## config.mk

```make
export PLATFORM = sky130hd
export DESIGN_NAME = dle_framed_link_receiver
export DESIGN_NICKNAME = d
export VERILOG_FILES = /design/src/rtl/dlefr_pkg.sv /design/src/rtl/dlefr_core.sv /design/src/rtl/dle_framed_link_receiver.sv
export SDC_FILE = /design/constraint.sdc
export NUM_CORES = 1
export LEC_CHECK = 0
export BUFFER_PORTS_ARGS = -buffer_cell sky130_fd_sc_hd__buf_2
export CAP_MARGIN = 20
export CELL_PAD_IN_SITES_DETAIL_PLACEMENT = 1
export CELL_PAD_IN_SITES_GLOBAL_PLACEMENT = 2
export CORE_MARGIN = 4
export CORE_UTILIZATION = 41
export DETAILED_ROUTE_END_ITERATION = 7
export MAX_ROUTING_LAYER = met4
export PLACE_DENSITY_LB_ADDON = 0.1
export SYNTH_ARGS = -nofsm -noshare
export SYNTH_HDL_FRONTEND = slang
export SYNTH_SLANG_ARGS = --single-unit
```

## constraint.sdc

```tcl
create_clock -name aclk -period 10.6 [get_ports aclk]
set_clock_uncertainty 0.1 [all_clocks]
set_input_delay 0.53 -clock aclk [delete_from_list [all_inputs] [get_ports aclk]]
set_output_delay 0.53 -clock aclk [all_outputs]
set_load 0.01 [all_outputs]
```

## src/rtl/dlefr_pkg.sv

```systemverilog
// ============================================================================
// DLE framed link receiver package
// Shared payload types, codes, link characters and the CRC-16 byte update.
// ============================================================================
package dlefr_pkg;

    localparam int BUFFER_BYTES_DEF = 512;
    localparam int MIN_BODY_BYTES   = 6;
    localparam int TICKS_W          = 20;
    localparam int CFG_DATA_W       = 20;
    localparam int CFG_INDEX_W      = 2;
    localparam int INDEX_W          = 9;

    localparam logic [TICKS_W-1:0] TIMEOUT_RESET = 20'd5001;

    localparam logic [7:0] CH_ETX = 8'h03;
    localparam logic [7:0] CH_ACK = 8'h06;
    localparam logic [7:0] CH_DLE = 8'h10;
    localparam logic [7:0] CH_NAK = 8'h15;

    localparam logic [15:0] CRC_POLY = 16'hA001;

    typedef enum logic [2:0] {
        OP_BYTE   = 3'd0,
        OP_TICK   = 3'd1,
        OP_ENQ    = 3'd2,
        OP_ACCEPT = 3'd3,
        OP_REJECT = 3'd4
    } op_t;

    typedef enum logic [2:0] {
        PH_IDLE = 3'd0,
        PH_BODY = 3'd1,
        PH_CHK1 = 3'd2,
        PH_CHK2 = 3'd3,
        PH_PEND = 3'd4
    } phase_t;

    typedef enum logic [1:0] {
        RPL_NONE = 2'd0,
        RPL_ACK  = 2'd1,
        RPL_NAK  = 2'd2
    } reply_t;

    typedef enum logic [2:0] {
        EV_NONE    = 3'd0,
        EV_RUNT    = 3'd1,
        EV_BAD_CHK = 3'd2,
        EV_DUP     = 3'd3,
        EV_TIMEOUT = 3'd4,
        EV_OVF     = 3'd5,
        EV_LATE    = 3'd6
    } event_t;

    typedef enum logic [CFG_INDEX_W-1:0] {
        CFG_USE_CRC   = 2'd0,
        CFG_DUP_CHECK = 2'd1,
        CFG_TIMEOUT   = 2'd2
    } cfg_index_t;

    typedef struct packed {
        logic [2:0] operation;
        logic [7:0] data_byte;
    } in_item_t;

    typedef struct packed {
        logic [1:0]         reply;
        logic [1:0]         embedded_reply;
        logic               body_valid;
        logic [7:0]         body_byte;
        logic [INDEX_W-1:0] body_index;
        logic               message_done;
        logic [2:0]         event_res;
        logic               receiving;
    } out_item_t;

    typedef struct packed {
        logic               use_crc;
        logic               dup_check;
        logic [TICKS_W-1:0] timeout_ticks;
    } cfg_t;

    function automatic logic [15:0] crc_byte(input logic [15:0] crc, input logic [7:0] b);
        logic [15:0] c;
        c = crc ^ {8'h00, b};
        for (int k = 0; k < 8; k++) begin
            c = c[0] ? ((c >> 1) ^ CRC_POLY) : (c >> 1);
        end
        return c;
    endfunction

endpackage

```

## src/rtl/dlefr_core.sv

```systemverilog
// ============================================================================
// DLE framed link receiver core
// Message state registers and the single-pass update for one item.
// ============================================================================
module dlefr_core #(
    parameter int BUFFER_BYTES = dlefr_pkg::BUFFER_BYTES_DEF
) (
    input  logic                 aclk,
    input  logic                 aresetn,
    input  logic                 advance,
    input  dlefr_pkg::in_item_t  item,
    input  dlefr_pkg::cfg_t      cfg,
    output dlefr_pkg::out_item_t result
);

    localparam int LEN_W = $clog2(BUFFER_BYTES + 1);
    localparam int IDX_W = dlefr_pkg::INDEX_W;

    dlefr_pkg::phase_t           phase_reg, phase_next;
    logic [dlefr_pkg::TICKS_W-1:0] elapsed_reg, elapsed_next;
    logic                        esc_reg, esc_next;
    logic                        ovf_reg, ovf_next;
    logic [LEN_W-1:0]            len_reg, len_next;
    logic [15:0]                 crc_reg, crc_next;
    logic [7:0]                  bcc_reg, bcc_next;
    logic [15:0]                 rchk_reg, rchk_next;
    logic [31:0]                 cur_key_reg, cur_key_next;
    logic [31:0]                 prev_key_reg, prev_key_next;
    logic                        last_ack_reg, last_ack_next;

    always_ff @(posedge aclk) begin
        if (!aresetn) begin
            phase_reg    <= dlefr_pkg::PH_IDLE;
            elapsed_reg  <= '0;
            esc_reg      <= 1'b0;
            ovf_reg      <= 1'b0;
            len_reg      <= '0;
            crc_reg      <= '0;
            bcc_reg      <= '0;
            rchk_reg     <= '0;
            cur_key_reg  <= '0;
            prev_key_reg <= '0;
            last_ack_reg <= 1'b0;
        end else if (advance) begin
            phase_reg    <= phase_next;
            elapsed_reg  <= elapsed_next;
            esc_reg      <= esc_next;
            ovf_reg      <= ovf_next;
            len_reg      <= len_next;
            crc_reg      <= crc_next;
            bcc_reg      <= bcc_next;
            rchk_reg     <= rchk_next;
            cur_key_reg  <= cur_key_next;
            prev_key_reg <= prev_key_next;
            last_ack_reg <= last_ack_next;
        end
    end

    always_comb begin
        logic [7:0]                  b;
        logic                        store;
        logic                        do_finish;
        logic                        good;
        logic [dlefr_pkg::TICKS_W:0] tick_sum;

        b         = item.data_byte;
        store     = 1'b0;
        do_finish = 1'b0;
        good      = 1'b0;
        tick_sum  = {1'b0, elapsed_reg} + 1'b1;

        phase_next    = phase_reg;
        elapsed_next  = elapsed_reg;
        esc_next      = esc_reg;
        ovf_next      = ovf_reg;
        len_next      = len_reg;
        crc_next      = crc_reg;
        bcc_next      = bcc_reg;
        rchk_next     = rchk_reg;
        cur_key_next  = cur_key_reg;
        prev_key_next = prev_key_reg;
        last_ack_next = last_ack_reg;
        result        = '0;

        unique case (item.operation)
            dlefr_pkg::OP_BYTE: begin
                if (phase_reg == dlefr_pkg::PH_IDLE) begin
                    len_next     = '0;
                    elapsed_next = '0;
                    esc_next     = 1'b0;
                    ovf_next     = 1'b0;
                    crc_next     = '0;
                    bcc_next     = '0;
                    cur_key_next = '0;
                    phase_next   = dlefr_pkg::PH_BODY;
                end
                unique case (phase_next)
                    dlefr_pkg::PH_BODY: begin
                        if (esc_next) begin
                            if (b == dlefr_pkg::CH_ETX) begin
                                if (cfg.use_crc) begin
                                    crc_next = dlefr_pkg::crc_byte(crc_next, dlefr_pkg::CH_ETX);
                                end
                                phase_next = dlefr_pkg::PH_CHK1;
                            end else if (b == dlefr_pkg::CH_ACK || b == dlefr_pkg::CH_NAK) begin
                                esc_next = 1'b0;
                                result.embedded_reply = (b == dlefr_pkg::CH_ACK)
                                    ? dlefr_pkg::RPL_ACK : dlefr_pkg::RPL_NAK;
                            end else if (b != dlefr_pkg::CH_DLE) begin
                                last_ack_next = 1'b0;
                            end else begin
                                store = 1'b1;
                            end
                        end else if (b == dlefr_pkg::CH_DLE) begin
                            esc_next = 1'b1;
                        end else begin
                            store = 1'b1;
                        end
                        if (store) begin
                            esc_next = 1'b0;
                            if (!ovf_next) begin
                                if (len_next < LEN_W'(BUFFER_BYTES)) begin
                                    result.body_valid = 1'b1;
                                    result.body_byte  = b;
                                    result.body_index = IDX_W'(len_next);
                                    if (len_next == LEN_W'(1)) cur_key_next[7:0]   = b;
                                    if (len_next == LEN_W'(2)) cur_key_next[15:8]  = b;
                                    if (len_next == LEN_W'(4)) cur_key_next[23:16] = b;
                                    if (len_next == LEN_W'(5)) cur_key_next[31:24] = b;
                                    len_next = len_next + 1'b1;
                                end else begin
                                    ovf_next         = 1'b1;
                                    result.event_res = dlefr_pkg::EV_OVF;
                                end
                            end
                            if (cfg.use_crc) begin
                                crc_next = dlefr_pkg::crc_byte(crc_next, b);
                            end else begin
                                bcc_next = bcc_next + b;
                            end
                        end
                    end
                    dlefr_pkg::PH_CHK1: begin
                        rchk_next = {8'h00, b};
                        if (cfg.use_crc) begin
                            phase_next = dlefr_pkg::PH_CHK2;
                        end else begin
                            do_finish = 1'b1;
                        end
                    end
                    dlefr_pkg::PH_CHK2: begin
                        rchk_next = {b, rchk_reg[7:0]};
                        do_finish = 1'b1;
                    end
                    default: ;
                endcase
            end
            dlefr_pkg::OP_TICK: begin
                if (phase_reg == dlefr_pkg::PH_BODY || phase_reg == dlefr_pkg::PH_CHK1 ||
                    phase_reg == dlefr_pkg::PH_CHK2) begin
                    if (tick_sum > {1'b0, cfg.timeout_ticks}) begin
                        phase_next       = dlefr_pkg::PH_IDLE;
                        last_ack_next    = 1'b0;
                        result.event_res = dlefr_pkg::EV_TIMEOUT;
                    end else begin
                        elapsed_next = tick_sum[dlefr_pkg::TICKS_W-1:0];
                    end
                end
            end
            dlefr_pkg::OP_ENQ: begin
                phase_next = dlefr_pkg::PH_IDLE;
                if (phase_reg == dlefr_pkg::PH_PEND) begin
                    result.event_res = dlefr_pkg::EV_LATE;
                    result.reply     = dlefr_pkg::RPL_ACK;
                    last_ack_next    = 1'b1;
                end else begin
                    result.reply = last_ack_reg ? dlefr_pkg::RPL_ACK : dlefr_pkg::RPL_NAK;
                end
            end
            dlefr_pkg::OP_ACCEPT, dlefr_pkg::OP_REJECT: begin
                if (phase_reg == dlefr_pkg::PH_PEND) begin
                    phase_next    = dlefr_pkg::PH_IDLE;
                    last_ack_next = (item.operation == dlefr_pkg::OP_ACCEPT);
                    result.reply  = last_ack_next ? dlefr_pkg::RPL_ACK : dlefr_pkg::RPL_NAK;
                end
            end
            default: ;
        endcase

        if (do_finish) begin
            if (cfg.use_crc) begin
                good = (crc_next == rchk_next);
            end else begin
                good = ((8'h00 - bcc_next) == rchk_next[7:0]);
            end
            phase_next = dlefr_pkg::PH_IDLE;
            if (len_next < LEN_W'(dlefr_pkg::MIN_BODY_BYTES)) begin
                result.event_res = dlefr_pkg::EV_RUNT;
                result.reply     = dlefr_pkg::RPL_NAK;
                last_ack_next    = 1'b0;
            end else if (!good) begin
                result.event_res = dlefr_pkg::EV_BAD_CHK;
                result.reply     = dlefr_pkg::RPL_NAK;
                last_ack_next    = 1'b0;
            end else if (cfg.dup_check && cur_key_next == prev_key_reg) begin
                prev_key_next    = cur_key_next;
                result.event_res = dlefr_pkg::EV_DUP;
                result.reply     = dlefr_pkg::RPL_ACK;
                last_ack_next    = 1'b1;
            end else begin
                if (cfg.dup_check) begin
                    prev_key_next = cur_key_next;
                end
                phase_next          = dlefr_pkg::PH_PEND;
                result.message_done = 1'b1;
            end
        end

        result.receiving = (phase_next == dlefr_pkg::PH_BODY ||
                            phase_next == dlefr_pkg::PH_CHK1 ||
                            phase_next == dlefr_pkg::PH_CHK2);
    end

endmodule

```

## src/rtl/dle_framed_link_receiver.sv

```systemverilog
// ============================================================================
// DLE framed link receiver
// Unstuffs a DLE framed message body, checks BCC or CRC-16, length and
// duplicates, and produces link replies and streamed body bytes.
// ============================================================================
// Path: input transfer into the input register, then one pass of the message
//   update into the result register, which drives result valid.
// Throughput: one item per cycle while the result is free or taken by m_ready;
//   the result register is set by the byte-wide CRC update and final check compare.
// Reset: synchronous, active low; state, config and valid flags take reset values, item registers do not.
module dle_framed_link_receiver #(
    parameter int BUFFER_BYTES = dlefr_pkg::BUFFER_BYTES_DEF
) (
    input  logic                                aclk,
    input  logic                                aresetn,
    input  logic                                s_valid,
    output logic                                s_ready,
    input  dlefr_pkg::in_item_t                 s_data,
    output logic                                m_valid,
    input  logic                                m_ready,
    output dlefr_pkg::out_item_t                m_data,
    input  logic                                cfg_valid,
    output logic                                cfg_ready,
    input  logic [dlefr_pkg::CFG_INDEX_W-1:0]   cfg_index,
    input  logic [dlefr_pkg::CFG_DATA_W-1:0]    cfg_data
);

    logic                 in_valid_reg;
    dlefr_pkg::in_item_t  in_item_reg;
    logic                 out_valid_reg;
    dlefr_pkg::out_item_t out_item_reg;
    dlefr_pkg::cfg_t      cfg_reg;
    dlefr_pkg::out_item_t result;
    logic                 advance;

    assign advance   = in_valid_reg && (!out_valid_reg || m_ready);
    assign s_ready   = !in_valid_reg || advance;
    assign m_valid   = out_valid_reg;
    assign m_data    = out_item_reg;
    assign cfg_ready = 1'b1;

    always_ff @(posedge aclk) begin
        if (!aresetn) begin
            in_valid_reg  <= 1'b0;
            out_valid_reg <= 1'b0;
        end else begin
            if (s_ready) begin
                in_valid_reg <= s_valid;
            end
            if (advance) begin
                out_valid_reg <= 1'b1;
            end else if (m_ready) begin
                out_valid_reg <= 1'b0;
            end
        end
    end

    always_ff @(posedge aclk) begin
        if (s_valid && s_ready) begin
            in_item_reg <= s_data;
        end
        if (advance) begin
            out_item_reg <= result;
        end
    end

    always_ff @(posedge aclk) begin
        if (!aresetn) begin
            cfg_reg.use_crc       <= 1'b0;
            cfg_reg.dup_check     <= 1'b1;
            cfg_reg.timeout_ticks <= dlefr_pkg::TIMEOUT_RESET;
        end else if (cfg_valid && cfg_ready) begin
            unique case (cfg_index)
                dlefr_pkg::CFG_USE_CRC:   cfg_reg.use_crc       <= cfg_data[0];
                dlefr_pkg::CFG_DUP_CHECK: cfg_reg.dup_check     <= cfg_data[0];
                dlefr_pkg::CFG_TIMEOUT:   cfg_reg.timeout_ticks <= cfg_data;
                default: ;
            endcase
        end
    end

    dlefr_core #(
        .BUFFER_BYTES(BUFFER_BYTES)
    ) u_core (
        .aclk    (aclk),
        .aresetn (aresetn),
        .advance (advance),
        .item    (in_item_reg),
        .cfg     (cfg_reg),
        .result  (result)
    );

endmodule

```

# [Word-level counts from Yosys, hierarchy flattened]
# Cells that the tools add are included.
[word_totals] ff_bits=202 in_bits=38 out_inout_bits=30 elab_cells=258
[classes] add_sub_neg=4 magnitude_cmp=3 n_eq_ne=31 n_mux=138 bitwise_logic=27 n_reduce_logical=29
[op_table] op="$mux 16" count=28
[op_table] op="$mux 32" count=8
[op_table] op="$mux 8" count=10
[op_table] op="$mux 10" count=7
[op_table] op="$mux 3" count=23
[op_table] op="$mux 20" count=3
[op_table] op="$not 2->3" count=16
[op_table] op="$mux 1" count=41
[op_table] op="$pmux 20 s2" count=1
[op_table] op="$eq 32x32->1" count=1
[op_table] op="$pmux 16 s2" count=1
[op_table] op="$eq 3x2->1 const B" count=8
[op_table] op="$add 20x1->21 const B" count=1
[op_table] op="$gt 21x20->1" count=1
[op_table] op="$eq 10x3->1 const B" count=2
[op_table] op="$mux 18" count=1
[op_table] op="$mux 2" count=9
[op_table] op="$eq 16x16->1" count=1
[op_table] op="$eq 8x5->1 const B" count=2
[op_table] op="$xor 16x8->16" count=1
[op_table] op="$eq 3x1->1 const B" count=4
[op_table] op="$pmux 3 s4" count=1
[op_table] op="$add 10x1->10 const B" count=1
[op_table] op="$eq 10x1->1 const B" count=1
[op_table] op="33 further kinds" count=60

# [Longest topological paths before layout]
[logic_depth] ltp_word=55 mapped_depth=22 depth_no_buf=18

# [Hierarchy]
# A second synthesis with hierarchy kept.
[unflattened] cells_unflattened=1467 hier_area_um2=12712.2
[by_module_without_submodules] mod="dlefr_core" n_inst=1 cells_per_inst=1322 area_each_um2=10561.4 seq_area_each_um2=2802.7
[by_module_without_submodules] mod="dle_framed_link_receiver" n_inst=1 cells_per_inst=145 area_each_um2=2150.8 seq_area_each_um2=1621.6

# [Least setup slack after synthesis]
# OpenSTA, ideal clock, no wires.
[synth_timing] path_kind="reg-to-reg" startpoint="reg u_core.phase_reg[2]" endpoint="reg u_core.prev_key_reg[10]" setup_ps=72 arrival_time_ps=4976 t_required_ps=10428 setup_slack_ps=5452 path_stages_with_launch=22 path_buffers=6 synth_period_minus_slack_ps=5148 path_cell_list="dfxtp_1 clkbuf_1 or3_1 clkbuf_1 buf_1 clkbuf_1 clkbuf_1 and2_1 ha_1 fa_1 a21o_1 a21oi_1 xnor2_1 a32oi_1 or3b_2 nor3_1 xor2_1 xnor2_1 o211a_1 a41oi_2 buf_2 mux2i_1"
[synth_between] elab_chain_len=36 word_cells_on_any_way=105 cone_classes="3 x add/sub; 2 x order compare; 10 x eq/ne; 67 x mux; 19 x bitwise; 4 x reduce/logical"
[synth_rtl] element="start, declared" line="dlefr_core.sv:19" source="dlefr_pkg::phase_t phase_reg, phase_next;"
[synth_rtl] element="start signal, assigned" line="dlefr_core.sv:33" source="phase_reg <= dlefr_pkg::PH_IDLE;"
[synth_rtl] element="start signal, assigned" line="dlefr_core.sv:45" source="phase_reg <= phase_next;"
[synth_rtl] element="$logic_not 3->1" line="dlefr_core.sv:87" source="if (phase_reg == dlefr_pkg::PH_IDLE) begin"
[synth_rtl] element="$mux 16" line="dlefr_core.sv:87"
[synth_rtl] element="$mux 16" line="dlefr_core.sv:85" source="unique case (item.operation)"
[synth_rtl] element="$not 2->2 (no source line)"
[synth_rtl] element="$mux 16 or $not 2->3 (tied branches)"
[synth_rtl] element="$mux 16" line="dlefr_pkg.sv:87" source="c = c[0] ? ((c >> 1) ^ CRC_POLY) : (c >> 1);"
[synth_rtl] element="$not 2->3 (no source line) or $mux 16 (tied branches)"
[synth_rtl] element="$mux 16" line="dlefr_pkg.sv:87"
[synth_rtl] element="[... 20 more ...]"
[synth_rtl] element="$mux 16" line="dlefr_core.sv:136" source="if (cfg.use_crc) begin"
[synth_rtl] element="$mux 16" line="dlefr_core.sv:119" source="if (store) begin"
[synth_rtl] element="$mux 16" line="dlefr_core.sv:97" source="unique case (phase_next)"
[synth_rtl] element="$mux 16" line="dlefr_core.sv:85"
[synth_rtl] element="$eq 16x16->1" line="dlefr_core.sv:192" source="good = (crc_next == rchk_next);"
[synth_rtl] element="$mux 1" line="dlefr_core.sv:191" source="if (cfg.use_crc) begin"
[synth_rtl] element="$mux 1" line="dlefr_core.sv:190" source="if (do_finish) begin"
[synth_rtl] element="$reduce_and 5->1 (no source line)"
[synth_rtl] element="end signal, assigned" line="dlefr_core.sv:54" source="prev_key_reg <= prev_key_next;"
[synth_rtl] element="end, declared" line="dlefr_core.sv:28" source="logic [31:0] prev_key_reg, prev_key_next;"
# Several ways; a longest one is shown, not always the timed one. The select of a mux whose other input is x is not followed.
# A chain may end at the register's enable or synchronous reset.

==> summary.txt <==
Global route
  • Pin count of the biggest net entering global routing: 70
  • GRT Total Usage: 26.8%
  • Vias in the first global route: 12335
  • Congestion Overflow GR: 0
  • First-pass GRT wire length: 70100 um
  • Initial antenna violation count: 1

STA
  • Worst hold slack: 0.0794 ns
  • Final min period: 5.87 ns
  • Final Hold Fails: 0
  • RSZ-0062 raised after global routing: no
  • Pins over their slew limit: 0
  • Worst rel slew slack: 29.1%
  • TNS Setup: 0 ns
  • Setup ws final: 4.73 ns
  • Period utilization: 55.3%
  • Worst Tran Pin Value: 1.05 ns
  • Fmax: 170 MHz
  • Final setup violation count: 0

Synth
  • Synth Net Count: 1633
  • Number of flops mapped to enable cells by yosys: 38
  • Total number of yosys warnings: 0
  • Area leader, netlist: dfxtp_1
  • Top post-synthesis cells by area: dfxtp_1, edfxtp_1, nand2_1
  • Post-synthesis sequential area ratio: 35.0%
  • Syn_area_per_cell: 8.09 um^2
  • Most used DFF post-synth: dfxtp_1
  • Asr flop ratio synth: 0%
  • Post-Syn Area: 12600 um^2
  • Cells after Synth: 1561
  • #FFs+latches synth: 202
  • Unique masters post-synth: 88
  • Top-area cell type share of the netlist area: 26.0%

Drt
  • Routed WL: 45000 um
  • # DRC: 0
  • Via/cell ratio: 5.99
  • Antenna-violating nets left: 0
  • TritonRoute pass-1 iters: 5
  • 1st-iter DRT viols: 1000
  • Via count: 11914
  • WL/cell: 22.6 um

Worst setup path
  • WP data arrival: 6.13 ns
  • Crit end category: flop
  • CP Launch Type: flop
  • Crit Path Class: reg -> reg
  • CP required: 10.86 ns
  • Max FO, Critical Path: 19

Cells and area
  • Share of cells above drive strength 1: 10.4%
  • Fin cells: 1990
  • Filler instances: 3663
  • Final Cell Area: 14300 um^2
  • Area grow syn2layout: 12.9%
  • Commonest non-fill, non-tap cell in the layout: nand2_1
  • Layout Nets: 1651
  • Final Util: 47.5%
  • Most frequent cells in the layout: nand2_1, dfxtp_1, nor2_1

Pwr
  • VDD IR-drop max: 0.126 mV
  • Total chip power: 2.07 mW
  • P per Cell Area: 145 nW/um^2
  • Leakage: 5.44 nW

Floorplan
  • Die Wd: 184 um
  • Die H: 184 um
  • Initial core utilization: 42.1%
  • I/O pin cnt: 68
  • Placement row count: 63
  • Die Area: 33700 um^2
  • Placeable Area: 30000 um^2

Clock tree
  • Setup repair bufs after CTS: 0
  • CTS buffer count: 26
  • Clk sinks: 202
  • Worst-skew pair later-pin latency: 0.53 ns
  • Max H-tree Level: 1
  • Max clock buf depth: 3
  • CTS Root Cell: clkbuf_16
  • Post-cts gate resize count: 0
  • CTS Hold Buffers Added: 0
  • CTS tree: built
  • Clk slew on worst S/H paths: 0.07 ns

Worst hold path
  • Hold Path Class: in -> reg

Place
  • RePlAce Congestion: 0.958
  • Dpl ws: 4.82 ns
  • Detail Placement HPWL: 31700 um
  • Area post-placement: 13300 um^2
  • Port bufs: 66
  • Cells after DPL: 1940

Flow run
  • Max Cap Violations: 0

Outcome
  • Status: finished, final reports clean
worst paths after layout:
path	startpoint	endpoint	slack, ns	cells past startpoint
worst max-delay path	in_item_reg[4]	m_data[1]	4.73	10
worst min-delay path	s_data[1]	in_item_reg[1]	0.08	1
worst max register to register	in_item_reg[4]	m_data[1]	4.73	10
worst min register to register	cfg_reg[5]	cfg_reg[5]	0.36	2
layout make-up:
type	count	area, um^2	share of cell area (%)
diodes	1	2.50	0.0175
multi-input cells	1214	7660	53.7
well taps	390	488	3.42
flip-flops and latches	202	4420	31.0
inverters	43	164	1.15
repair buffers	92	524	3.68
clock buffers	35	797	5.59
clock inverters	13	204	1.43
cells in the mapped netlist (all sizes together), types with 5 or more instances:
cell,n
o21a,7
o21ai,77
and3,16
a21o,10
ha,33
buf,21
inv,42
xor2,37
a22o,17
clkbuf,81
a31oi,10
nand3,44
xnor2,80
edfxtp,38
dfxtp,164
nor2b,9
a211oi,39
a22oi,56
nand2,187
nand2b,27
o211ai,18
or4,7
or3,12
mux2i,46
a21oi,110
a32oi,9
nor2,158
nor4,24
o31ai,11
and2,28
nand4,21
nor3,38
or2,5
power breakdown:
part | switching (mW) | internal (mW) | leakage [nW] | total (mW)
sequential | 0.0217 | 0.800 | 1.69 | 0.822
combinational | 0.159 | 0.0723 | 3.26 | 0.231
clock | 0.368 | 0.650 | 0.496 | 1.02
logic make-up after synthesis:
| family | synth area share [%] |
|---|---|
| mux | 3.82 |
| other cells | 0.0297 |
| xor+xnor | 8.78 |
| buf+inv | 4.49 |
| fa+ha+maj | 3.43 |
| simple gates | 22.9 |
| flops | 35.0 |
| compound gates | 21.5 |
critical path: stages, from the launching register on:
cell and delay [ns]:
edfxtp_1 1.02, or4b_2 0.70, o21ai_1 0.37, nand3_1 0.45, nor2_1 0.75, a22oi_1 0.25, xnor2_1 0.23, or4_1 0.50
nor4_1 0.90, o21ai_0 0.20, a2bb2oi_1 0.20
per-layer routing:
metal	vias up	wire length, um	global-route usage [%]
li1	5664	-	-
met1	5893	20800	35.6
met2	284	20400	42.3
met3	73	2500	5.09
met4	0	1240	6.73
met5	-	0	-
No activity file was read; power rests on OpenSTA's default activity.
